File: src/hdl/mfl_pkg.sv
// shared constants, types and codes of the max-flow block
package mfl_pkg;

  localparam int NODE_W    = 10;
  localparam int NODES     = 1024;
  localparam int ARC_W     = 13;
  localparam int ARCS      = 8192;
  localparam int APTR_W    = 14;
  localparam int LVL_W     = 11;
  localparam int CAP_W     = 31;
  localparam int CNT_W     = 11;
  localparam int USED_W    = 14;
  localparam int STAT_W    = 2;
  localparam int CFG_IDX_W = 2;
  localparam int CFG_D_W   = 11;

  localparam logic [APTR_W-1:0] ARC_NONE  = 14'h2000;
  localparam logic [LVL_W-1:0]  NO_LEVEL  = 11'h7FF;
  localparam logic [CAP_W-1:0]  CAP_MASK  = 31'h7FFF_FFFF;
  localparam logic [CAP_W-1:0]  TOTAL_MAX = 31'h7FFF_FFFF;

  localparam logic [STAT_W-1:0] STAT_OK   = 2'd0;
  localparam logic [STAT_W-1:0] STAT_OVF  = 2'd1;
  localparam logic [STAT_W-1:0] STAT_BAD  = 2'd2;

  localparam logic [CFG_IDX_W-1:0] REG_NODE_COUNT = 2'd0;
  localparam logic [CFG_IDX_W-1:0] REG_SOURCE     = 2'd1;
  localparam logic [CFG_IDX_W-1:0] REG_SINK       = 2'd2;

  typedef enum logic [5:0] {
    S_CLR, S_IDLE, S_LD_CHK, S_LD_A, S_LD_B, S_CMP, S_PI,
    S_B_POP, S_B_U, S_B_A, S_B_H, S_B_L, S_B_CHK,
    S_D_INIT, S_D_NODE, S_D_U, S_D_SCAN, S_D_H, S_D_L, S_D_P1, S_D_P2,
    S_A_M1, S_A_M2, S_A_U1, S_A_U2, S_A_U3, S_A_END, S_A_E2, S_FIN
  } state_t;

  typedef enum logic [5:0] {
    OP_NOP, OP_LOAD, OP_CLR, OP_LD_CHK, OP_LD_A, OP_LD_B, OP_CMP, OP_PI,
    OP_B_POP, OP_B_U, OP_B_A, OP_B_H, OP_B_L,
    OP_D_INIT, OP_D_NODE, OP_D_U, OP_D_SCAN, OP_D_H, OP_D_L, OP_D_P1, OP_D_P2,
    OP_A_M1, OP_A_M2, OP_A_U1, OP_A_U2, OP_A_U3, OP_A_END, OP_A_E2, OP_FIN
  } op_t;

  typedef struct packed {
    logic edge_ok;
    logic last;
    logic st_bad;
    logic st_same;
    logic cnt_end;
    logic clr_last;
    logic q_empty;
    logic first_none;
    logic next_none;
    logic t_reached;
    logic at_sink;
    logic cur_none;
    logic depth_zero;
    logic depth_full;
    logic scan_ok;
    logic more;
  } st_t;

endpackage

File: src/hdl/mfl_ctrl.sv
// sequencer for edge loading, level labelling, blocking flow and table clearing
module mfl_ctrl (
  input  logic          clk,
  input  logic          rst_n,
  input  logic          start,
  input  mfl_pkg::st_t  st,
  output mfl_pkg::op_t  op,
  output logic          busy,
  output logic          out_valid
);

  mfl_pkg::state_t state_r, state_nxt;

  always_ff @(posedge clk) begin
    if (!rst_n) begin
      state_r <= mfl_pkg::S_CLR;
    end else begin
      state_r <= state_nxt;
    end
  end

  always_comb begin
    state_nxt = state_r;
    case (state_r)
      mfl_pkg::S_CLR:    if (st.clr_last) state_nxt = mfl_pkg::S_IDLE;
      mfl_pkg::S_IDLE:   if (start) state_nxt = mfl_pkg::S_LD_CHK;
      mfl_pkg::S_LD_CHK: begin
        if (st.edge_ok) state_nxt = mfl_pkg::S_LD_A;
        else if (st.last) state_nxt = mfl_pkg::S_CMP;
        else state_nxt = mfl_pkg::S_IDLE;
      end
      mfl_pkg::S_LD_A:   state_nxt = mfl_pkg::S_LD_B;
      mfl_pkg::S_LD_B:   state_nxt = st.last ? mfl_pkg::S_CMP : mfl_pkg::S_IDLE;
      mfl_pkg::S_CMP:    state_nxt = (st.st_bad || st.st_same) ? mfl_pkg::S_FIN
                                                               : mfl_pkg::S_PI;
      mfl_pkg::S_PI:     if (st.cnt_end) state_nxt = mfl_pkg::S_B_POP;
      mfl_pkg::S_B_POP:  state_nxt = st.q_empty ? mfl_pkg::S_B_CHK : mfl_pkg::S_B_U;
      mfl_pkg::S_B_U:    state_nxt = mfl_pkg::S_B_A;
      mfl_pkg::S_B_A:    state_nxt = st.first_none ? mfl_pkg::S_B_POP : mfl_pkg::S_B_H;
      mfl_pkg::S_B_H:    state_nxt = mfl_pkg::S_B_L;
      mfl_pkg::S_B_L:    state_nxt = st.next_none ? mfl_pkg::S_B_POP : mfl_pkg::S_B_H;
      mfl_pkg::S_B_CHK:  state_nxt = st.t_reached ? mfl_pkg::S_D_INIT : mfl_pkg::S_FIN;
      mfl_pkg::S_D_INIT: state_nxt = mfl_pkg::S_D_NODE;
      mfl_pkg::S_D_NODE: state_nxt = st.at_sink ? mfl_pkg::S_A_M1 : mfl_pkg::S_D_U;
      mfl_pkg::S_D_U:    state_nxt = mfl_pkg::S_D_SCAN;
      mfl_pkg::S_D_SCAN: begin
        if (!st.cur_none) state_nxt = mfl_pkg::S_D_H;
        else if (st.depth_zero) state_nxt = mfl_pkg::S_PI;
        else state_nxt = mfl_pkg::S_D_P1;
      end
      mfl_pkg::S_D_H:    state_nxt = mfl_pkg::S_D_L;
      mfl_pkg::S_D_L: begin
        if (!st.scan_ok) state_nxt = mfl_pkg::S_D_SCAN;
        else if (st.depth_full) state_nxt = mfl_pkg::S_PI;
        else state_nxt = mfl_pkg::S_D_NODE;
      end
      mfl_pkg::S_D_P1:   state_nxt = mfl_pkg::S_D_P2;
      mfl_pkg::S_D_P2:   state_nxt = mfl_pkg::S_D_NODE;
      mfl_pkg::S_A_M1:   state_nxt = mfl_pkg::S_A_M2;
      mfl_pkg::S_A_M2:   state_nxt = st.more ? mfl_pkg::S_A_M1 : mfl_pkg::S_A_U1;
      mfl_pkg::S_A_U1:   state_nxt = mfl_pkg::S_A_U2;
      mfl_pkg::S_A_U2:   state_nxt = mfl_pkg::S_A_U3;
      mfl_pkg::S_A_U3:   state_nxt = st.more ? mfl_pkg::S_A_U1 : mfl_pkg::S_A_END;
      mfl_pkg::S_A_END:  state_nxt = mfl_pkg::S_A_E2;
      mfl_pkg::S_A_E2:   state_nxt = mfl_pkg::S_D_NODE;
      mfl_pkg::S_FIN:    state_nxt = mfl_pkg::S_CLR;
      default:           state_nxt = mfl_pkg::S_CLR;
    endcase
  end

  always_comb begin
    busy      = (state_r != mfl_pkg::S_IDLE);
    out_valid = (state_r == mfl_pkg::S_FIN);
    case (state_r)
      mfl_pkg::S_CLR:    op = mfl_pkg::OP_CLR;
      mfl_pkg::S_IDLE:   op = start ? mfl_pkg::OP_LOAD : mfl_pkg::OP_NOP;
      mfl_pkg::S_LD_CHK: op = mfl_pkg::OP_LD_CHK;
      mfl_pkg::S_LD_A:   op = mfl_pkg::OP_LD_A;
      mfl_pkg::S_LD_B:   op = mfl_pkg::OP_LD_B;
      mfl_pkg::S_CMP:    op = mfl_pkg::OP_CMP;
      mfl_pkg::S_PI:     op = mfl_pkg::OP_PI;
      mfl_pkg::S_B_POP:  op = mfl_pkg::OP_B_POP;
      mfl_pkg::S_B_U:    op = mfl_pkg::OP_B_U;
      mfl_pkg::S_B_A:    op = mfl_pkg::OP_B_A;
      mfl_pkg::S_B_H:    op = mfl_pkg::OP_B_H;
      mfl_pkg::S_B_L:    op = mfl_pkg::OP_B_L;
      mfl_pkg::S_B_CHK:  op = mfl_pkg::OP_NOP;
      mfl_pkg::S_D_INIT: op = mfl_pkg::OP_D_INIT;
      mfl_pkg::S_D_NODE: op = mfl_pkg::OP_D_NODE;
      mfl_pkg::S_D_U:    op = mfl_pkg::OP_D_U;
      mfl_pkg::S_D_SCAN: op = mfl_pkg::OP_D_SCAN;
      mfl_pkg::S_D_H:    op = mfl_pkg::OP_D_H;
      mfl_pkg::S_D_L:    op = mfl_pkg::OP_D_L;
      mfl_pkg::S_D_P1:   op = mfl_pkg::OP_D_P1;
      mfl_pkg::S_D_P2:   op = mfl_pkg::OP_D_P2;
      mfl_pkg::S_A_M1:   op = mfl_pkg::OP_A_M1;
      mfl_pkg::S_A_M2:   op = mfl_pkg::OP_A_M2;
      mfl_pkg::S_A_U1:   op = mfl_pkg::OP_A_U1;
      mfl_pkg::S_A_U2:   op = mfl_pkg::OP_A_U2;
      mfl_pkg::S_A_U3:   op = mfl_pkg::OP_A_U3;
      mfl_pkg::S_A_END:  op = mfl_pkg::OP_A_END;
      mfl_pkg::S_A_E2:   op = mfl_pkg::OP_A_E2;
      mfl_pkg::S_FIN:    op = mfl_pkg::OP_FIN;
      default:           op = mfl_pkg::OP_NOP;
    endcase
  end

endmodule

File: config.mk
export PLATFORM = sky130hd
export DESIGN_NAME = mfl_ctrl
export DESIGN_NICKNAME = d
export VERILOG_FILES = /design/src/hdl/mfl_pkg.sv /design/src/hdl/mfl_ctrl.sv
export SDC_FILE = /design/constraint.sdc
export NUM_CORES = 1
export LEC_CHECK = 0
export ABC_CLOCK_PERIOD_IN_PS = 2650
export BUFFER_PORTS_ARGS = -buffer_cell sky130_fd_sc_hd__buf_2
export CAP_MARGIN = 20
export CORE_ASPECT_RATIO = 0.75
export CORE_MARGIN = 5
export CORE_UTILIZATION = 40
export DETAILED_ROUTE_END_ITERATION = 10
export GPL_TIMING_DRIVEN = 0
export PLACE_DENSITY_LB_ADDON = 0.25
export SYNTH_ARGS = -nofsm -noshare
export SYNTH_HDL_FRONTEND = slang
export SYNTH_SLANG_ARGS = --single-unit
File: constraint.sdc
create_clock -name clk -period 2.65 [get_ports clk]
set_input_delay 0.265 -clock clk [delete_from_list [all_inputs] [get_ports clk]]
set_output_delay 0.265 -clock clk [all_outputs]
set_load 0.01 [all_outputs]
==> impl_metrics.ini <==
[run_status]
status = completed

[finish]
largestRegisters = state_r: 5 flops
regMostFlops = state_r
postLayoutCellArea_um2 = 1037
antenna_cells = 0
syn_to_final_growth_pct = 21.20
largest_reg_flops = 5
drive_gt1_frac = 0.2778
multi_input_area_um2 = 654.4
nFillCells = 222
register_area_um2 = 100.1
nets = 182

[cts]
insertion_delay_ns = 0.24
path_clk_slew_ns = 0.04
clockRootBuffer = clkbuf_4
tritoncts = built
numCtsBuffers = 3
clockBufferDepth = 2
ctsResizeCount = 0
htreeDepth = 1
hold_buffers = 0
postCtsSetupRepairBufs = 0
cts_sinks = 5

[power]
ir_worst_vdd_v = 0.0003769
power.leakage_nw = 0.4440
combPwrFrac = 0.684
cell_internal_pwr_w = 0.0003132
clkPwrFrac = 0.146
p_switching_w = 0.0002884
swShare = 0.4794
fin_total_pwr_w = 0.0006016
power-per-cell-area_nw_per_um2 = 580.0
seq_power_share = 0.169

[grt]
grt_pass1_vias = 1115
grt_pass1_wl_um = 5175
grt-ovfl-total = 0
grt_max_degree = 11
grt_antenna_before_repair = 0
track_usage = 0.2018

[die]
die-area_um2 = 3174
die_h_um = 50.06
boundaryPins = 27
die_w_um = 63.41
fp-row-count = 14
core_um2 = 2014
initial_core_util = 0.4248

[drt]
drt_wl_total_um = 3344
wl_per_cell_um = 17.98
vias_per_cell = 6.387
drt_pre_antenna_iters = 4
first_iter_violations = 88
drc = 0
dr_total_vias = 1188
antenna_left = 0

[synth]
yosysSeqAreaShare = 0.1170
syn_area_um2 = 855.8
synth_area_leaders = dfxtp_1, a21oi_1, nand2_1, nor2_1, o22ai_1
synth_top_cell_area_share = 0.1170
synth_seq_cells = 5
ys_warn_count = 0
synth_common_cells = nand2_1, a21oi_1, nor2_1, nand3_1
synth-edff-count = 0
yosysTopAreaCell = dfxtp_1
syn_nets = 152
postSynthAreaPerCell_um2 = 6.435
ys_types = 47
syn-instance-count = 133
ys.flop_type = dfxtp_1
yosysMostFrequentCell = nand2_1
async_reset_ff_frac = 0

[timing]
fin_hold_ws_ns = 0.2925
period_minus_slack_ns = 2.140
hold_violations = 0
clock_skew_ns = 0.001115
fin_setup_tns_ns = 0
setup_viol = 0
post-route-period-util = 0.8077
rsz0062_at_grt = no
finalMaxSlewViolations = 0
final.setup.worst_slack_ns = 0.5097
fmax_mhz = 467.2

[min_path]
min_path_type = input pin to flip-flop
worstHoldStart = rst_n
hold_depth = 2

[setup_path]
crit_chain = buf_4 > clkbuf_1 > nand3_1 > nand3_1 > o21ai_0 > buf_2
reg2regPathDepth = 6
r2r_slack_ns = 0.88
worst_setup_path_start_kind = flip-flop
rr_startpoint = state_r[2]$_SDFFE_PN0P_
slowest_delay_ns = 0.48
worstPathMaxFanout = 10
crit_start = state_r[2]$_SDFFE_PN0P_
crit_path_end_kind = primary output
cp_common_cell = nand3_1
path_class = flip-flop to primary output
critPathSlowestCell = dfxtp_1
cp_top_family = buffers and inverters
worst-path-buf-inv = 3
cp.required_ns = 2.38
crit_arrival_ns = 1.88
crit_cells = 6

[place]
place_area_um2 = 1011
preCtsSetupSlack_ns = 0.7838
dpl.hpwl_um = 2570
gp_congestion = 0.9650
io_buffer_count = 25

[flow_run]
cap_violations = 0
-- routing by layer --
layer / vias up / share of wire / routed length [µm] / track usage
li1: 551 / - / - / -
met1: 547 / 0.42 / 1403 / 0.2644
met2: 82 / 0.45 / 1500 / 0.3193
met3: 8 / 0.12 / 392 / 0.06136
met4: 0 / 0.014 / 48 / 0.05190
met5: - / 0 / 0 / 0
-- final cells by class --
class / count / share of cell area
clock buffers: 4 / 0.02533
plain buffers: 12 / 0.07600
flip-flops and latches: 5 / 0.09650
repair buffers: 25 / 0.1206
inverters: 6 / 0.02171
multi-input cells: 110 / 0.6309
well taps: 24 / 0.02895
-- power by group through the flow --
stage | registers, W | logic (W) | clock network, W
2_1_floorplan | 0.0000975 | 0.000289 | 0
3_3_place_gp | 0.000103 | 0.000394 | 0
3_5_place_dp | 0.000103 | 0.000401 | 0
4_1_cts | 0.000101 | 0.000403 | 0.0000903
5_1_grt | 0.000103 | 0.000443 | 0.000104
6_report | 0.000102 | 0.000412 | 0.0000881
-- kinds of logic after synthesis --
family / after synthesis / share of synthesized area
AOI/OAI and AO/OA: 48 / 0.3816
xor gates and xnor gates: 1 / 0.01024
buffers and inverters: 18 / 0.1184
DFF: 5 / 0.1170
muxes: 1 / 0.01170
other: 1 / 0.004382
and+or+nand+nor: 59 / 0.3567
-- cells in the final DEF, fill, tap and decap left out, drive strengths merged, types with 2 or more instances in the layout --
cell type,synthesis,layout
a21oi,12,12
a2111oi,2,2
nor3,5,5
and2b,2,2
or3,2,2
o22ai,6,6
nand3b,2,2
buf,8,33
nor2,12,12
o221ai,3,3
o21ai,6,6
nand2,15,15
clkbuf,4,8
a311oi,2,2
o21bai,2,2
nor2b,3,3
or2,3,3
nand2b,4,4
a22oi,2,2
a31oi,3,3
inv,6,6
dfxtp,5,5
nand3,7,7
-- metrics by stage --
step                  util  std cells
finish              0.5149        186
global route        0.5149        186
CTS                 0.5149        186
detailed placement  0.5019        182
global placement    0.5019        182
floorplan                -        133
-- path summary, 6_finish.rpt --
kind,to
worst max-delay path,op[1]
worst min-delay path,state_r[0]$_SDFFE_PN0P_
worst max register to register,state_r[0]$_SDFFE_PN0P_
worst min register to register,state_r[0]$_SDFFE_PN0P_
Note: power is estimated with default switching activity, not from simulation.
